## src/rtl/core/rmv_pkg.sv

```systemverilog
`timescale 1ns / 1ps
`default_nettype none

package rmv_pkg;

  localparam int FRAC_BITS = 16;
  localparam int W_CNT     = 32;
  localparam int W_VAL     = 32;
  localparam int W_SQ      = 63;
  localparam int W_OPND    = 64;
  localparam int W_WIDE    = 128;

  localparam logic OP_ADD   = 1'b0;
  localparam logic OP_MERGE = 1'b1;

  localparam logic [W_CNT-1:0] CNT_MAX = {W_CNT{1'b1}};
  localparam logic [W_SQ-1:0]  SQ_MAX  = {W_SQ{1'b1}};

  typedef struct packed {
    logic                    opcode;
    logic                    is_missing;
    logic signed [W_VAL-1:0] sample;
    logic [W_CNT-1:0]        part_count;
    logic signed [W_VAL-1:0] part_mean;
    logic [W_SQ-1:0]         part_sq_dev;
  } rmv_in_t;

  typedef struct packed {
    logic [W_CNT-1:0]        total_count;
    logic signed [W_VAL-1:0] running_mean;
    logic [W_SQ-1:0]         sq_dev_sum;
    logic [W_SQ-1:0]         variance;
  } rmv_out_t;

  // clamp a wide unsigned value to 63 bits
  function automatic logic [W_SQ-1:0] sat63(input logic [W_WIDE-1:0] v);
    sat63 = (|v[W_WIDE-1:W_SQ]) ? SQ_MAX : v[W_SQ-1:0];
  endfunction

  function automatic logic [W_SQ-1:0] add_sat63(input logic [W_SQ-1:0] a,
                                                input logic [W_SQ-1:0] b);
    logic [W_SQ:0] s;
    s = {1'b0, a} + {1'b0, b};
    add_sat63 = s[W_SQ] ? SQ_MAX : s[W_SQ-1:0];
  endfunction

endpackage

`default_nettype wire

```

## src/rtl/core/rmv_mul.sv

```systemverilog
`timescale 1ns / 1ps
`default_nettype none

// shift-add multiplier, one multiplier bit per cycle
module rmv_mul (
  input  wire logic                          clk,
  input  wire logic                          rst,
  input  wire logic                          start,
  input  wire logic [rmv_pkg::W_OPND-1:0]    a,
  input  wire logic [rmv_pkg::W_OPND-1:0]    b,
  output logic                               busy,
  output logic                               done,
  output logic [rmv_pkg::W_WIDE-1:0]         prod
);

  localparam int N = rmv_pkg::W_OPND;

  logic [N-1:0]         a_r;
  logic [$clog2(N):0]   steps;
  logic [N:0]           sum;

  assign sum = {1'b0, prod[2*N-1:N]} + (prod[0] ? {1'b0, a_r} : {(N+1){1'b0}});

  always_ff @(posedge clk) begin
    if (rst) begin
      busy  <= 1'b0;
      done  <= 1'b0;
      steps <= '0;
    end else begin
      done <= 1'b0;
      if (start) begin
        busy  <= 1'b1;
        steps <= ($clog2(N)+1)'(N);
      end else if (busy) begin
        steps <= steps - 1'b1;
        if (steps == ($clog2(N)+1)'(1)) begin
          busy <= 1'b0;
          done <= 1'b1;
        end
      end
    end
  end

  always_ff @(posedge clk) begin
    if (start) begin
      a_r  <= a;
      prod <= {{N{1'b0}}, b};
    end else if (busy) begin
      prod <= {sum, prod[N-1:1]};
    end
  end

endmodule

`default_nettype wire

```

## config.mk

```make
export PLATFORM = sky130hd
export DESIGN_NAME = rmv_mul
export DESIGN_NICKNAME = d
export VERILOG_FILES = /design/src/rtl/core/rmv_pkg.sv /design/src/rtl/core/rmv_mul.sv
export SDC_FILE = /design/constraint.sdc
export NUM_CORES = 1
export LEC_CHECK = 0
export BUFFER_PORTS_ARGS = -buffer_cell sky130_fd_sc_hd__buf_4
export CAP_MARGIN = 20
export CORE_MARGIN = 2
export CORE_UTILIZATION = 40
export DETAILED_ROUTE_END_ITERATION = 6
export PLACE_DENSITY = 0.64
export SYNTH_ARGS = -nofsm -noshare
export SYNTH_HDL_FRONTEND = slang
export SYNTH_SLANG_ARGS = --single-unit
```

## constraint.sdc

```tcl
create_clock -name clk -period 3.65 [get_ports clk]
set_input_delay 0.73 -clock clk [delete_from_list [all_inputs] [get_ports clk]]
set_output_delay 0.73 -clock clk [all_outputs]
set_load 0.05 [all_outputs]
```

==> run_results.csv <==
group,metric,value,unit
placement,gp_congestion,0.899,
clocking,clockBufferDepth,3,
sta,hold_viol_final,0,
flow_run,drv_cap,0,
setup_path,crit_path_frequent_cell,"a21o_1",
sta,setup_violations,0,
logic_synthesis,synth.distinct_cells,68,
setup_path,crit_start,"prod[0]$_DFFE_PP_",
sta,max_slew.worst_pin.slew,0.845,ns
logic_synthesis,ys_warn_count,0,
grt,grt_util_met3,6.24,%
detailed_routing,final_antenna_net_count,0,
setup_path,crit_end,"prod[126]$_SDFFE_PP0P_",
grt,grt_util_met1,24.4,%
clocking,cts_tree,"done",
floorplan,rows,61,
placement,place_inst,1696,
pwr,power_density,495,nW/um^2
pwr,seq_power_share,38.2,%
floorplan,coreArea,27700,um^2
detailed_routing,wl,29.9,mm
sta,maxSlewHeadroom,43.6,%
setup_path,critical-path-max-stage-delay,0.45,ns
setup_path,cpMaxStageDelayCell,"edfxtp_1",
grt,use_met2,33.0,%
sta,slew_viol_final,0,
logic_synthesis,synth_top_area_cell,"edfxtp_1",
hold_path,hp-class,"input port to flip-flop",
logic_synthesis,synth_edf_count,128,
clocking,ctsHoldBuffers,0,
clocking,cts_root_buf,"clkbuf_16",
setup_path,cp-start-kind,"flip-flop",
clocking,path_clk_slew,0.06,ns
floorplan,die-area,29500,um^2
sta,rsz0062_at_grt,"false",
clocking,clk_latency,0.52,ns
finish,utilization,53.2,%
detailed_routing,route.detailed.drc,0,
logic_synthesis,syn_inst,1078,
run_status,status,"completed",
placement,place_hpwl,22.3,mm
pwr,swShare,30.7,%
grt,grt_pass1_wl,46.5,mm
setup_path,r2r_cells,13,
setup_path,cp_data_required_time,4.11,ns
floorplan,io_pins,261,
setup_path,r2r-start,"prod[0]$_DFFE_PP_",
grt,antenna_found_initial,0,
sta,fin_crit,3.42,ns
logic_synthesis,avgSynthCellArea,10.4,um^2
placement,portBuffers,260,
pwr,ir_worst_vdd,0.361,mV
logic_synthesis,syn-cell-area,11200,um^2
logic_synthesis,netlist.area_leader.share,34.2,%
sta,setup-tns-final,0,ns
clocking,htreeDepth,1,
logic_synthesis,yosys-top-cells-count,"edfxtp_1 (128), nor2_1 (89), nand2_1 (82), a21oi_1 (79), dfxtp_1 (73)",
detailed_routing,drtIter0Drc,452,
grt,overflow,0,
clocking,clkSinkCount,201,
logic_synthesis,synth_seq_cells,201,
setup_path,crit_chain,"buf_12, and2_1, ha_1, a21o_1, a21o_1, a221oi_4, o221a_1, o21a_2, o41ai_4, a41o_4, a221o_1, o31a_1, nand2_1",
detailed_routing,via_per_inst,5.20,
pwr,switching_power,2.24,mW
floorplan,die_x,172,um
placement,pre_cts_ws,0.0255,ns
finish,area_delta_synth_final,31.0,%
floorplan,initial_utilization,40.6,%
pwr,leakagePower,6.32,nW
detailed_routing,firstDrtPassIters,6,
grt,grt_max_degree,110,
grt,grt_usage,19.6,%
logic_synthesis,synth_async_sr_flop_share,0,%
setup_path,critPathKind,"flip-flop to flip-flop",
setup_path,end_kind,"flip-flop",
pwr,power.share.clock,36.4,%
grt,grt-busiest-layer,"met2",
grt,grt_pass1_vias,9107,
logic_synthesis,synth_most_common_cell,"edfxtp_1",
detailed_routing,post_drt_wl_per_cell,17.2,um
setup_path,crit_fanout,37,
logic_synthesis,yosysSeqAreaShare,47.2,%
sta,fmax,293,MHz
clocking,cts_buffers,24,
finish,drive_gt1_share,31.3,%
logic_synthesis,synth_ff_type,"edfxtp_1",
sta,fin_crit_sh,93.6,%
finish,final_nets,1544,
sta,fin_skew,0.00703,ns
finish,layoutNonFillerInstCount,1742,
detailed_routing,vias,9051,
setup_path,rrSetupSlack,0.23,ns
pwr,p_int,5.05,mW
setup_path,regToRegEndpoint,"prod[126]$_SDFFE_PP0P_",
pwr,combPwrFrac,25.4,%
logic_synthesis,synthTopCellsByArea,"edfxtp_1 (34%), dfxtp_1 (13%), ha_1 (7.3%)",
setup_path,worstPathArrival,3.88,ns
sta,fin_ws,0.232,ns
logic_synthesis,syn_nets,1276,
finish,antennaDiodeCount,0,
floorplan,die_h,172,um
per-layer routing:
| metal | routed length [um] | vias up |
|---|---|---|
| met5 | 0 | - |
| met4 | 626 | 0 |
| met3 | 2690 | 41 |
| met2 | 13900 | 309 |
| met1 | 12700 | 4219 |
| li1 | - | 4482 |
kinds of logic (layout without fill, tap and decap cells):
kind of cell    after synthesis  in the layout  share of synthesized area, %
simple gates                316            316                          13.6
buf+inv                      77            363                          2.83
fa+ha+maj                    67             67                          7.52
compound gates              260            260                          14.9
flops                       201            201                          47.2
xor+xnor                     64             64                          4.99
mux                          93             93                          8.99
flip-flops by register name, indices dropped and copies added (netlist names):
| signal | flops |
|---|---|
| a_r | 64 |
| busy | 1 |
| done | 1 |
| prod | 128 |
| steps | 7 |
worst min-delay path by stage:
stage               slack, ns              startpoint  cells past startpoint                      to
floorplan                0.47   steps[1]$_SDFFE_PP0P_                      2   steps[1]$_SDFFE_PP0P_
global placement         0.47  prod[104]$_SDFFE_PP0P_                      2  prod[104]$_SDFFE_PP0P_
detailed placement       0.48  prod[104]$_SDFFE_PP0P_                      2  prod[104]$_SDFFE_PP0P_
CTS                      0.36                   a[12]                      1       a_r[12]$_DFFE_PP_
global route             0.36                   a[12]                      1       a_r[12]$_DFFE_PP_
finish                   0.39                    a[5]                      1        a_r[5]$_DFFE_PP_
worst max-delay path, delay by kind of cell (launching register included):
family          cells  cell delay, ns
compound gates      9            2.19
flops               1            0.45
fa+ha+maj           1            0.31
simple gates        2            0.20
buf+inv             1            0.19
power by group through the flow:
stage	clock, mW	sequential (mW)	combinational (mW)
floorplan	0	3.27	0.791
global placement	0	2.84	1.83
detailed placement	0	2.83	1.84
CTS	2.72	2.79	1.85
global route	2.80	2.81	2.00
finish	2.65	2.79	1.85
metrics by stage:
step | hold slack (ns) | instance area (um^2) | total power, mW
after global routing | 0.360 | 14700 | 7.61
after global placement | 0.474 | 13700 | 4.66
after floorplan | 0.469 | 11300 | 4.06
after detailed placement | 0.480 | 13700 | 4.67
final | 0.386 | 14700 | 7.29
after CTS | 0.359 | 14600 | 7.36
cell type report:
| type | instances | area [um^2] |
|---|---|---|
| multi-input combinational | 800 | 5730 |
| fill | 2581 | 13000 |
| timing repair buffer | 299 | 2270 |
| tap | 378 | 473 |
| sequential | 201 | 5310 |
| inverter | 20 | 75.1 |
| clock buffer | 33 | 666 |
| clock inverter | 11 | 209 |
cell usage in the layout, fill, tap and decap left out, types with 7 or more instances in the layout:
cell       count
nand4_1       18
xor2_1        28
clkbuf_16     25
nor3_1        11
mux2_2        64
nor2_1        88
and2_1        66
nand3_1       22
edfxtp_1     128
inv_1         19
a21oi_1       75
dfxtp_1       72
buf_4        296
a21boi_0       8
nand2_1       82
o21ai_0       56
o21bai_1      15
ha_1          65
a21o_1        33
xnor2_1       36
mux2i_1       29
o211ai_1       7
clkbuf_1       7
what timing repair did:
action,in CTS,in global routing
buffers inserted,0,2
gates resized for setup,1,15
setup endpoints to repair,1,13
cloned,0,0
pin swaps,0,3
No activity file was read; power rests on OpenSTA's default activity.
