**src/rtl/core/rmv_pkg.sv**
```systemverilog
`timescale 1ns / 1ps
`default_nettype none

package rmv_pkg;

  localparam int FRAC_BITS = 16;
  localparam int W_CNT     = 32;
  localparam int W_VAL     = 32;
  localparam int W_SQ      = 63;
  localparam int W_OPND    = 64;
  localparam int W_WIDE    = 128;

  localparam logic OP_ADD   = 1'b0;
  localparam logic OP_MERGE = 1'b1;

  localparam logic [W_CNT-1:0] CNT_MAX = {W_CNT{1'b1}};
  localparam logic [W_SQ-1:0]  SQ_MAX  = {W_SQ{1'b1}};

  typedef struct packed {
    logic                    opcode;
    logic                    is_missing;
    logic signed [W_VAL-1:0] sample;
    logic [W_CNT-1:0]        part_count;
    logic signed [W_VAL-1:0] part_mean;
    logic [W_SQ-1:0]         part_sq_dev;
  } rmv_in_t;

  typedef struct packed {
    logic [W_CNT-1:0]        total_count;
    logic signed [W_VAL-1:0] running_mean;
    logic [W_SQ-1:0]         sq_dev_sum;
    logic [W_SQ-1:0]         variance;
  } rmv_out_t;

  // clamp a wide unsigned value to 63 bits
  function automatic logic [W_SQ-1:0] sat63(input logic [W_WIDE-1:0] v);
    sat63 = (|v[W_WIDE-1:W_SQ]) ? SQ_MAX : v[W_SQ-1:0];
  endfunction

  function automatic logic [W_SQ-1:0] add_sat63(input logic [W_SQ-1:0] a,
                                                input logic [W_SQ-1:0] b);
    logic [W_SQ:0] s;
    s = {1'b0, a} + {1'b0, b};
    add_sat63 = s[W_SQ] ? SQ_MAX : s[W_SQ-1:0];
  endfunction

endpackage

`default_nettype wire

```
**src/rtl/core/rmv_div.sv**
```systemverilog
`timescale 1ns / 1ps
`default_nettype none

// restoring divider, one quotient bit per cycle; quotient clamped to 63 bits
module rmv_div (
  input  wire logic                        clk,
  input  wire logic                        rst,
  input  wire logic                        start,
  input  wire logic [rmv_pkg::W_WIDE-1:0]  dividend,
  input  wire logic [rmv_pkg::W_OPND-1:0]  divisor,
  output logic                             busy,
  output logic                             done,
  output logic [rmv_pkg::W_SQ-1:0]         quot
);

  localparam int NW = rmv_pkg::W_WIDE;
  localparam int ND = rmv_pkg::W_OPND;

  logic [ND-1:0]         dvs;
  logic [ND-1:0]         rem;
  logic [NW-1:0]         qr;
  logic [$clog2(NW):0]   steps;
  logic [ND:0]           r2;
  logic [ND:0]           diff;
  logic                  ge;

  assign r2   = {rem, qr[NW-1]};
  assign ge   = r2 >= {1'b0, dvs};
  assign diff = r2 - {1'b0, dvs};
  assign quot = rmv_pkg::sat63(qr);

  always_ff @(posedge clk) begin
    if (rst) begin
      busy  <= 1'b0;
      done  <= 1'b0;
      steps <= '0;
    end else begin
      done <= 1'b0;
      if (start) begin
        busy  <= 1'b1;
        steps <= ($clog2(NW)+1)'(NW);
      end else if (busy) begin
        steps <= steps - 1'b1;
        if (steps == ($clog2(NW)+1)'(1)) begin
          busy <= 1'b0;
          done <= 1'b1;
        end
      end
    end
  end

  always_ff @(posedge clk) begin
    if (start) begin
      dvs <= divisor;
      rem <= '0;
      qr  <= dividend;
    end else if (busy) begin
      rem <= ge ? diff[ND-1:0] : r2[ND-1:0];
      qr  <= {qr[NW-2:0], ge};
    end
  end

endmodule

`default_nettype wire

```
**config.mk**
```make
export PLATFORM = sky130hd
export DESIGN_NAME = rmv_div
export DESIGN_NICKNAME = d
export VERILOG_FILES = /design/src/rtl/core/rmv_pkg.sv /design/src/rtl/core/rmv_div.sv
export SDC_FILE = /design/constraint.sdc
export NUM_CORES = 1
export LEC_CHECK = 0
export BUFFER_PORTS_ARGS = -buffer_cell sky130_fd_sc_hd__buf_2
export CAP_MARGIN = 20
export CELL_PAD_IN_SITES_DETAIL_PLACEMENT = 0
export CELL_PAD_IN_SITES_GLOBAL_PLACEMENT = 1
export CORE_ASPECT_RATIO = 0.75
export CORE_MARGIN = 4
export CORE_UTILIZATION = 45
export CTS_BUF_LIST = sky130_fd_sc_hd__clkbuf_2
export DETAILED_ROUTE_END_ITERATION = 8
export PLACE_DENSITY = 0.86
export SETUP_SLACK_MARGIN = 0.1
export SLEW_MARGIN = 20
export SYNTH_ARGS = -nofsm -noshare
export SYNTH_HDL_FRONTEND = slang
export SYNTH_SLANG_ARGS = --single-unit
```
**constraint.sdc**
```tcl
create_clock -name clk -period 10.95 [get_ports clk]
set_clock_uncertainty 0.2 [all_clocks]
set_input_delay 2.19 -clock clk [delete_from_list [all_inputs] [get_ports clk]]
set_output_delay 2.19 -clock clk [all_outputs]
set_load 0.1 [all_outputs]
```
==> metrics.yaml, run 1 <==
route:
  ant_nets: 0
  wl_per_cell_um: 18.1
  drc: 0
  drt-vias-per-instance: 5.52
  dr.pass1.iters: 5
  vias: 12400
  wl_mm: 40.7
  drtIter0Drc: 1042
layout:
  drive_gt1_frac: 0.325
  num-fill-cells: 3017
  areaGrowthSynthToFinish_pct: 14.7
  multi_input_area_mm2: 0.00722
  regArea_mm2: 0.00725
  post-route-util: 0.530
  nets: 2000
critical_path:
  worstSetupStartpointType: "flip-flop"
  endpoint_kind: "primary output"
  required_ns: 8.56
  reg2reg_slack_ns: 6.36
  arrival_ns: 3.44
  critPathKind: "reg -> out"
  path_max_fanout: 63
yosys:
  yosys_warnings: 0
  async_flop_share: 0
  ys_ff_latch: 266
  synth_common_cells: "edfxtp_1 (192), nand2_1 (165), mux2_2 (128)"
  synth_edf_count: 192
  synth_nets: 1749
  netlist_area_mm2: 0.0152
  ys_seq_area_frac: 0.478
  synth_top_area_frac: 0.380
  syn_area_per_cell_um2: 10.2
  synthTopCellsByArea: "edfxtp_1 (38%), dfxtp_1 (9.8%), mux2_2 (9.5%)"
  yosysTopAreaCell: "edfxtp_1"
  synth.most_common_cell: "edfxtp_1"
  synth_top_flop_cell: "edfxtp_1"
  ys_types: 62
  syn_inst: 1487
cts:
  numCtsBuffers: 68
  tritoncts: "done"
  cts_resized: 0
  clockBufferDepth: 3
  clock-sinks: 266
  hold_buffers: 0
  cts-root-buf: "clkbuf_2"
  htreeDepth: 3
  worst_skew_pair.late_latency_ns: 0.96
  post-cts-setup-buffers: 0
  path_clk_slew_ns: 0.11
sta:
  min_period_ns: 5.83
  tightestPinTransition_ns: 1.07
  final_max_slew_viol_count: 0
  setup_viol: 0
  finalCritPeriodShare: 0.533
  fin_setup_tns_ns: 0
  maxSlewHeadroom: 0.284
  max_freq_ghz: 0.171
  hold_viol_final: 0
  rsz0062_at_grt: "no"
global_route:
  grt_max_degree: 87
  grt_use_met1: 0.319
  grt_usage: 0.215
  gr-usage-met3: 0.0556
  antenna_found_initial: 7
  grt-busiest-layer: "met1"
  grt_pass1_vias: 11900
  met2_usage: 0.310
  grt_pass1_wl_mm: 63.8
  grt_overflow: 0
min_path:
  min_path_type: "reg -> reg"
place:
  place_hpwl_mm: 29.4
  gp_congestion: 0.882
  port_buffers: 259
outcome:
  status: "finished clean"
power:
  p_leak_nw: 6.99
  p_per_area_mw_per_mm2: 135
  p_int_mw: 1.64
  max-vdd-ir-drop_mv: 0.0733
  power_frac_comb: 0.184
  switching_power_uw: 719
  clkPwrFrac: 0.294
  switching_share: 0.305
  seq_power_share: 0.522
floorplanning:
  fp.dieH_um: 167
  row_count: 57
  ios: 260
  start_util: 0.462
  die_area_mm2: 0.0367
  die_w_um: 220
  fp.coreArea_mm2: 0.0328
run:
  cap_violations: 0
critical path, stage by stage (launching register included):
cell	delay [ns]
edfxtp_1	0.50
nor4_1	0.47
nand4_1	0.18
nor4_1	0.27
nand4_1	0.13
buf_4	0.28
or2_2	0.34
buf_2	0.30
cell families (layout without fill, tap and decap cells):
family / count (synthesis) / after routing / share of synthesized area
xor+xnor: 60 / 60 / 0.0347
compound gates: 297 / 297 / 0.133
other cells: 0 / 10 / 0
mux: 130 / 130 / 0.0964
flops: 266 / 266 / 0.478
simple gates: 494 / 494 / 0.156
fa+ha+maj: 67 / 67 / 0.0558
buf+inv: 173 / 479 / 0.0456
power groups by stage:
stage                     combinational (mW)  clock, mW  sequential (mW)
after detailed placement               0.426          0             1.25
after global placement                 0.421          0             1.25
after global routing                   0.479      0.783             1.24
final                                  0.433      0.693             1.23
after floorplan                        0.306          0             1.23
after CTS                              0.429      0.722             1.23
layer usage:
| layer | wire [um] | part of all wire |
|---|---|---|
| met5 | 0 | 0 |
| met4 | 852 | 0.021 |
| met3 | 3110 | 0.076 |
| met2 | 17500 | 0.43 |
| met1 | 19200 | 0.47 |
worst paths after layout:
check | end | depth (start not counted) | start
hold reg to reg | rem[10] | 2 | rem[9]
hold / removal | rem[10] | 2 | rem[9]
setup / recovery | quot[46] | 7 | qr[127]
setup reg to reg | rem[29] | 10 | dvs[29]
flip-flops by register name, summed over array words and instances, names as in the netlist:
register	cells
rem	64
qr	128
dvs	64
done	1
steps	8
busy	1
layout make-up:
type                       count  area share
sequential                   266       0.417
antenna                       10     0.00144
clock inverter                22     0.00648
timing repair buffer         269      0.0795
clock buffer                 103      0.0297
tap                          442      0.0318
inverter                      85      0.0185
multi-input combinational   1048       0.416
cell usage in the layout (no fill, tap or decap), types with 3 or more instances in the layout:
cell,netlist,layout
a21oi_1,87,87
diode_2,0,10
buf_4,4,10
nand4b_1,3,3
and3_1,5,5
nor2_1,96,94
xnor2_1,36,36
or2_2,67,67
dfxtp_1,74,73
nor4_1,22,22
o31ai_1,10,10
inv_1,85,84
buf_2,9,258
nand4_1,32,32
nand2_1,165,165
a32oi_1,6,6
a31oi_1,11,11
nand2b_1,12,12
clkinv_1,0,19
o311ai_0,10,10
edfxtp_1,192,192
nand3_1,46,46
clkbuf_2,0,103
o21ai_0,49,49
nor2b_1,10,10
nor3_1,24,24
or3_1,6,6
mux2_2,128,128
ha_1,66,66
o21a_1,10,10
o21bai_1,11,11
a211oi_1,9,9
a311oi_1,37,37
xor2_1,24,24
a2111oi_0,4,4
o31a_1,3,3
a211o_1,3,3
a21o_1,22,22
per-stage QoR:
stage / setup WS [ns] / instances / cell area [um^2] / hold slack (ns) / power (mW)
2_1_floorplan: 4.97 / 1487 / 15200 / 0.250 / 1.54
3_3_place_gp: 5.97 / 2110 / 16700 / 0.274 / 1.67
3_5_place_dp: 5.90 / 2110 / 16700 / 0.282 / 1.68
4_1_cts: 5.07 / 2235 / 17400 / 0.257 / 2.38
5_1_grt: 4.80 / 2245 / 17400 / 0.278 / 2.50
6_report: 5.12 / 2245 / 17400 / 0.259 / 2.35
Power figures use the tool's default switching activity.
==> inputs of run 2 (changes only) <==
ABC_AREA = 1   (was unset)
CORE_UTILIZATION = 43   (was 45)
PLACE_DENSITY = 0.87   (was 0.86)
clock period = 5.5 ns   (was 10.95 ns; I/O delays follow)
==> metrics.yaml, run 2 <==
critical_path:
  arrival_ns: 3.35  # -0.09 ns
  path_max_fanout: 46  # -27%
  endpoint_kind: "primary output"
  critPathKind: "reg -> out"
  required_ns: 4.20  # -4.36 ns
  worstSetupStartpointType: "flip-flop"
route:
  drc: 0  # unchanged
  dr.pass1.iters: 6  # +1
  ant_nets: 0  # unchanged
  drt-vias-per-instance: 4.87  # -12%
  drtIter0Drc: 1458  # +40%
  vias: 17100  # +38%
  wl_mm: 58.1  # +43%
  wl_per_cell_um: 16.6  # -8.6%
yosys:
  yosys_warnings: 0  # unchanged
  netlist_area_mm2: 0.0177  # +17%
  async_flop_share: 0  # unchanged
  synth_top_flop_cell: "edfxtp_1"
  ys_types: 38  # -39%
  synth.most_common_cell: "nand2_1"
  ys_ff_latch: 266  # unchanged
  synth_common_cells: "nand2_1 (1,020), inv_1 (498), edfxtp_1 (192)"
  syn_area_per_cell_um2: 6.91  # -32%
  yosysTopAreaCell: "edfxtp_1"
  syn_inst: 2568  # +73%
  synthTopCellsByArea: "edfxtp_1 (32%), nand2_1 (22%), inv_1 (11%)"
  synth_top_area_frac: 0.325  # -0.0555
  ys_seq_area_frac: 0.408  # -0.0698
  synth_edf_count: 192  # unchanged
  synth_nets: 2830  # +62%
cts:
  htreeDepth: 3  # unchanged
  numCtsBuffers: 70  # +2.9%
  cts-root-buf: "clkbuf_2"
  clock-sinks: 266  # unchanged
  worst_skew_pair.late_latency_ns: 1.05  # +0.09 ns
  clockBufferDepth: 3  # unchanged
  path_clk_slew_ns: 0.12  # about the same
  tritoncts: "done"
  cts_resized: 0  # unchanged
sta:
  rsz0062_at_grt: "no"
  hold_viol_final: 0  # unchanged
  min_period_ns: 4.65
  fin_setup_tns_ns: 0  # unchanged
  final_max_slew_viol_count: 0  # unchanged
  tightestPinTransition_ns: 0.921  # -0.154 ns
  maxSlewHeadroom: 0.386  # +0.102
  setup_viol: 0  # unchanged
  finalCritPeriodShare: 0.845
  max_freq_ghz: 0.215
floorplanning:
  die_area_mm2: 0.0446  # +22%
  ios: 260  # unchanged
  die_w_um: 243  # +10%
  row_count: 64  # +12%
  fp.coreArea_mm2: 0.0408  # +24%
  fp.dieH_um: 184  # +10%
  start_util: 0.435  # -0.0266
power:
  max-vdd-ir-drop_mv: 0.140  # +91%
  switching_power_mw: 1.32  # +83%
  power_frac_comb: 0.135  # -0.049
  p_int_mw: 3.12  # +91%
  clkPwrFrac: 0.330  # +0.036
  p_leak_nw: 11.1  # +58%
  p_total_mw: 4.43  # +88%
  switching_share: 0.297  # -0.00819
  seq_power_share: 0.536  # +0.014
  p_per_area_mw_per_mm2: 213  # +57%
min_path:
  min_path_type: "in -> reg"
global_route:
  grt_pass1_wl_mm: 88.9  # +39%
  grt_max_degree: 112  # +29%
  antenna_found_initial: 5  # -2
  grt_pass1_vias: 16200  # +36%
  grt_overflow: 0  # unchanged
  grt_usage: 0.255  # +0.0398
layout:
  areaGrowthSynthToFinish_pct: 17.5
  finalNonFillerCells: 3507  # +56%
  final_cell_mix: "nand2_1 (1,020), inv_1 (498), buf_2 (258), edfxtp_1 (192), nand3_1 (138)"
  nets: 3175  # +59%
  final_common_cell: "nand2_1"
  top_regs: "qr x128, dvs x64, rem x64"
  drive_gt1_frac: 0.156  # -0.169
  post-route-util: 0.512  # -0.0182
  design_area_mm2: 0.0209  # +20%
  regMostFlops: "qr"
  largest_reg_flops: 128  # unchanged
place:
  dpl_cell_area_mm2: 0.0194  # +16%
  port_buffers: 259  # unchanged
  gp_congestion: 0.984  # +12%
  placed_cells: 3297  # +56%
  place_hpwl_mm: 45.7  # +55%
run:
  cap_violations: 0  # unchanged
outcome:
  status: "finished clean"
==> run 2: changes by cell type after synthesis, moves of 22 or more <==
cell	delta
nand3_1	+92
mux2_2	-128
nand3b_1	+27
nor2_1	+24
o21ai_0	+50
nand2_1	+855
clkbuf_1	-36
xor2_1	-22
a311oi_1	-37
a21oi_1	-32
or2_2	-64
inv_1	+413
nand3_2	+26
==> run 2: repair_timing <==
item                      4_1_cts  5_1_grt
hold buffers                   69        2
hold endpoints to repair       70        2
setup buffers                   0        0
==> run 2: per-layer routing <==
metal	up-vias	share of wire	GRT usage
met5	-	0	0
met4	0	0.016	0.0538
met3	64	0.071	0.0637
met2	503	0.42	0.375
met1	7809	0.49	0.379
li1	8700	-	-
==> run 2: cells by family after synthesis <==
group / after synthesis / share of synthesized area
xor gates and xnor gates: 31 / 0.0153
AOI/OAI and AO/OA: 193 / 0.0568
and+or+nand+nor: 1431 / 0.342
DFF: 266 / 0.408
buffers and inverters: 580 / 0.130
adders and majority gates: 67 / 0.0477
==> run 2: power groups by stage <==
stage               clock network (mW)  logic, mW  registers (mW)
global placement                     0      0.547            2.41
global route                      1.65      0.671            2.39
detailed placement                   0      0.551            2.42
CTS                               1.52      0.595            2.37
floorplan                            0      0.336            2.41
finish                            1.46      0.598            2.37
==> run 2: through the flow <==
step | hold slack [ns] | worst slack, ns
after global routing | -0.0444 | 0.478
after CTS | 0.000156 | 0.390
after detailed placement | 0.257 | 1.59
final | 0.126 | 0.854
after floorplan | 0.243 | 1.21
after global placement | 0.255 | 1.76
==> run 2: final cells by class <==
type	count	area, um^2
clock buffer	110	551
sequential	266	7250
inverter	513	1930
tap	528	661
timing repair buffer	340	2120
antenna	10	25.0
fill	4218	19900
multi-input combinational	1722	8210
clock inverter	18	115
==> run 2: path summary, 6_finish.rpt <==
path | cells after the start | from | slack, ns | endpoint
worst max-delay path | 8 | qr[110] | 0.85 | quot[25]
worst min-delay path | 3 | dividend[57] | 0.13 | qr[57]
worst max register to register | 16 | dvs[1] | 1.90 | rem[53]
worst min register to register | 2 | rem[40] | 0.27 | rem[40]
==> run 2: worst max-delay path: stages, from the launching register on <==
cell,delay [ns]
edfxtp_1,0.40
nor4_1,0.34
nand4_1,0.18
nor4_1,0.21
nand2_1,0.14
nor2_4,0.38
buf_12,0.26
nand2_1,0.08
buf_2,0.29
==> inputs of run 3 (changes only) <==
clock period = 4.8 ns   (was 5.5 ns; I/O delays follow)
==> metrics.yaml, run 3 (synthesis results as in run 2) <==
outcome:
  status: "finished clean"
place:
  port_buffers: 259  # unchanged
  pre_cts_ws_ns: 1.40  # -0.190 ns
  placed_cells: 3298  # +0.030%
  place_hpwl_mm: 45.7  # about the same
  gp_congestion: 0.981  # -0.28%
  dpl_cell_area_mm2: 0.0195  # +0.10%
cts:
  tritoncts: "done"
  worst_skew_pair.late_latency_ns: 1.07  # +0.02 ns
  path_clk_slew_ns: 0.10  # -0.02 ns
  post-cts-setup-buffers: 0  # unchanged
  clock-sinks: 266  # unchanged
  cts-root-buf: "clkbuf_2"
  clockBufferDepth: 3  # unchanged
  htreeDepth: 3  # unchanged
  numCtsBuffers: 69  # -1.4%
power:
  max-vdd-ir-drop_mv: 0.197  # +41%
  p_per_area_mw_per_mm2: 233  # +9.5%
  p_total_mw: 5.13  # +16%
  p_leak_nw: 11.5  # +4.2%
critical_path:
  arrival_ns: 3.26  # -0.09 ns
  critPathKind: "reg -> out"
  critical_path.slowest_cell: "edfxtp_1"
  max_stage_delay_ns: 0.42  # +0.02 ns
  required_ns: 3.64  # -0.56 ns
  path_max_fanout: 63  # +37%
  worst-path-buf-inv: 2  # unchanged
  reg2reg_slack_ns: 1.37  # -0.53 ns
  cp.depth: 8  # unchanged
  worstSetupStartpointType: "flip-flop"
  r2r-start: "dvs[4]"
  critical-path-top-delay-family: "simple AND/OR/NAND/NOR gates"
  reg2reg_depth: 13  # -3
  crit_start: "qr[78]"
  endpoint: "quot[10]"
  endpoint_kind: "primary output"
  path_common_cell: "nand2_1"
  r2r-end: "rem[60]"
  path_cells: "nor4_1 > nand4_1 > nor2_1 > nand2_1 > nor2_4 > clkbuf_8 > nand2_1 > buf_2"
route:
  drt-vias-per-instance: 4.91  # +0.74%
  drtIter0Drc: 1457  # -0.069%
  ant_nets: 0  # unchanged
  wl_per_cell_um: 16.7  # +0.54%
  drc: 0  # unchanged
  dr.pass1.iters: 6  # unchanged
  wl_mm: 60.3  # +3.8%
  vias: 17800  # +4.0%
global_route:
  grt_pass1_wl_mm: 92.6  # +4.2%
  grt_overflow: 0  # unchanged
  grt_usage: 0.264  # +0.00913
  antenna_found_initial: 4  # -1
  grt_pass1_vias: 17100  # +5.3%
  grt_max_degree: 109  # -2.7%
floorplanning:
  ios: 260  # unchanged
  fp.dieH_um: 184  # unchanged
  die_w_um: 243  # unchanged
  start_util: 0.435  # unchanged
  fp.coreArea_mm2: 0.0408  # unchanged
  row_count: 64  # unchanged
  die_area_mm2: 0.0446  # unchanged
layout:
  areaGrowthSynthToFinish_pct: 24.2
  num-fill-cells: 4015  # -4.8%
  top_regs: "qr x128, dvs x64, rem x64"
  final_common_cell: "nand2_1"
  nets: 3295  # +3.8%
  largest_reg_flops: 128  # unchanged
  post-route-util: 0.541  # +0.0290
  drive_gt1_frac: 0.147  # -0.00877
  final_cell_mix: "nand2_1 (1,020), inv_1 (498), buf_2 (258), edfxtp_1 (192), dlygate4sd3_1 (192)"
  design_area_mm2: 0.0220  # +5.7%
  finalNonFillerCells: 3621  # +3.3%
  regMostFlops: "qr"
  multi_input_area_mm2: 0.00821  # unchanged
  regArea_mm2: 0.00725  # unchanged
sta:
  hold_ws_ns: 0.138  # +0.0122 ns
  fin_setup_tns_ns: 0  # unchanged
  min_period_ns: 4.42
  setup_viol: 0  # unchanged
  rsz0062_at_grt: "no"
  finalCritPeriodShare: 0.920
  tightestPinTransition_ns: 0.969  # +0.0481 ns
  final.setup.worst_slack_ns: 0.384  # -0.469 ns
  maxSlewHeadroom: 0.354  # -0.0320
  final_max_slew_viol_count: 0  # unchanged
  max_freq_ghz: 0.226
  hold_viol_final: 0  # unchanged
min_path:
  min_path_type: "in -> reg"
run:
  cap_violations: 0  # unchanged
-- run 3: cell count changes in the layout (fill, tap and decap cells not counted) --
| cell | before | now |
|---|---|---|
| clkbuf_2 | 110 | 97 |
| dlygate4sd3_1 | 71 | 192 |
| diode_2 | 10 | 8 |
| clkbuf_8 | 1 | 2 |
| clkinvlp_4 | 0 | 2 |
| buf_4 | 8 | 7 |
| clkinv_1 | 14 | 18 |
| clkinv_4 | 3 | 2 |
| clkinv_2 | 1 | 4 |
-- run 3: worst min-delay path by stage --
stage                 start       to  slack [ns]  depth (start not counted)
2_1_floorplan       rem[27]  rem[27]        0.24                          2
3_3_place_gp        rem[43]  rem[43]        0.25                          2
3_5_place_dp        rem[44]  rem[44]        0.26                          2
4_1_cts        dividend[63]   qr[63]        0.04                          3
5_1_grt        dividend[63]   qr[63]       0.004                          3
6_report       dividend[63]   qr[63]        0.14                          3
-- run 3: what timing repair did --
action	CTS	global route
endpoints found under the setup margin	0	63
hold buffers	192	0
hold endpoints to repair	199	0
resized for setup	0	2
-- run 3: per-layer routing --
layer | vias to the layer above | track usage | part of all wire
met5 | - | 0 | 0.00022
met4 | 2 | 0.0620 | 0.018
met3 | 92 | 0.0694 | 0.072
met2 | 562 | 0.396 | 0.43
met1 | 8173 | 0.382 | 0.48
li1 | 8933 | - | -
-- run 3: cell type report --
| class | instances | area share |
|---|---|---|
| Multi-Input combinational cell | 1722 | 0.373 |
| Sequential cell | 266 | 0.329 |
| Timing Repair Buffer | 461 | 0.151 |
| Inverter | 513 | 0.0876 |
| Tap cell | 528 | 0.0300 |
| Clock buffer | 97 | 0.0220 |
| Clock inverter | 26 | 0.00687 |
| Antenna cell | 8 | 0.000908 |
-- run 3: report_power, final --
part	switching, mW	internal, mW	leakage, nW
clock network	1.03	0.612	0.474
registers	0.0646	2.66	2.54
logic	0.458	0.310	8.52
total	1.55	3.58	11.5
-- run 3: worst register-to-register path: stages (launching register included) --
cell      delay, ns
edfxtp_1       0.35
inv_1          0.05
ha_1           0.35
nand2_1        0.13
nor2_1         0.49
nand3_1        0.22
nor2_1         0.14
nand3_1        0.09
o21ai_2        0.18
nor2_4         0.07
nand2_4        0.57
nand3_1        0.30
nand2_1        0.13
nand2_1        0.05
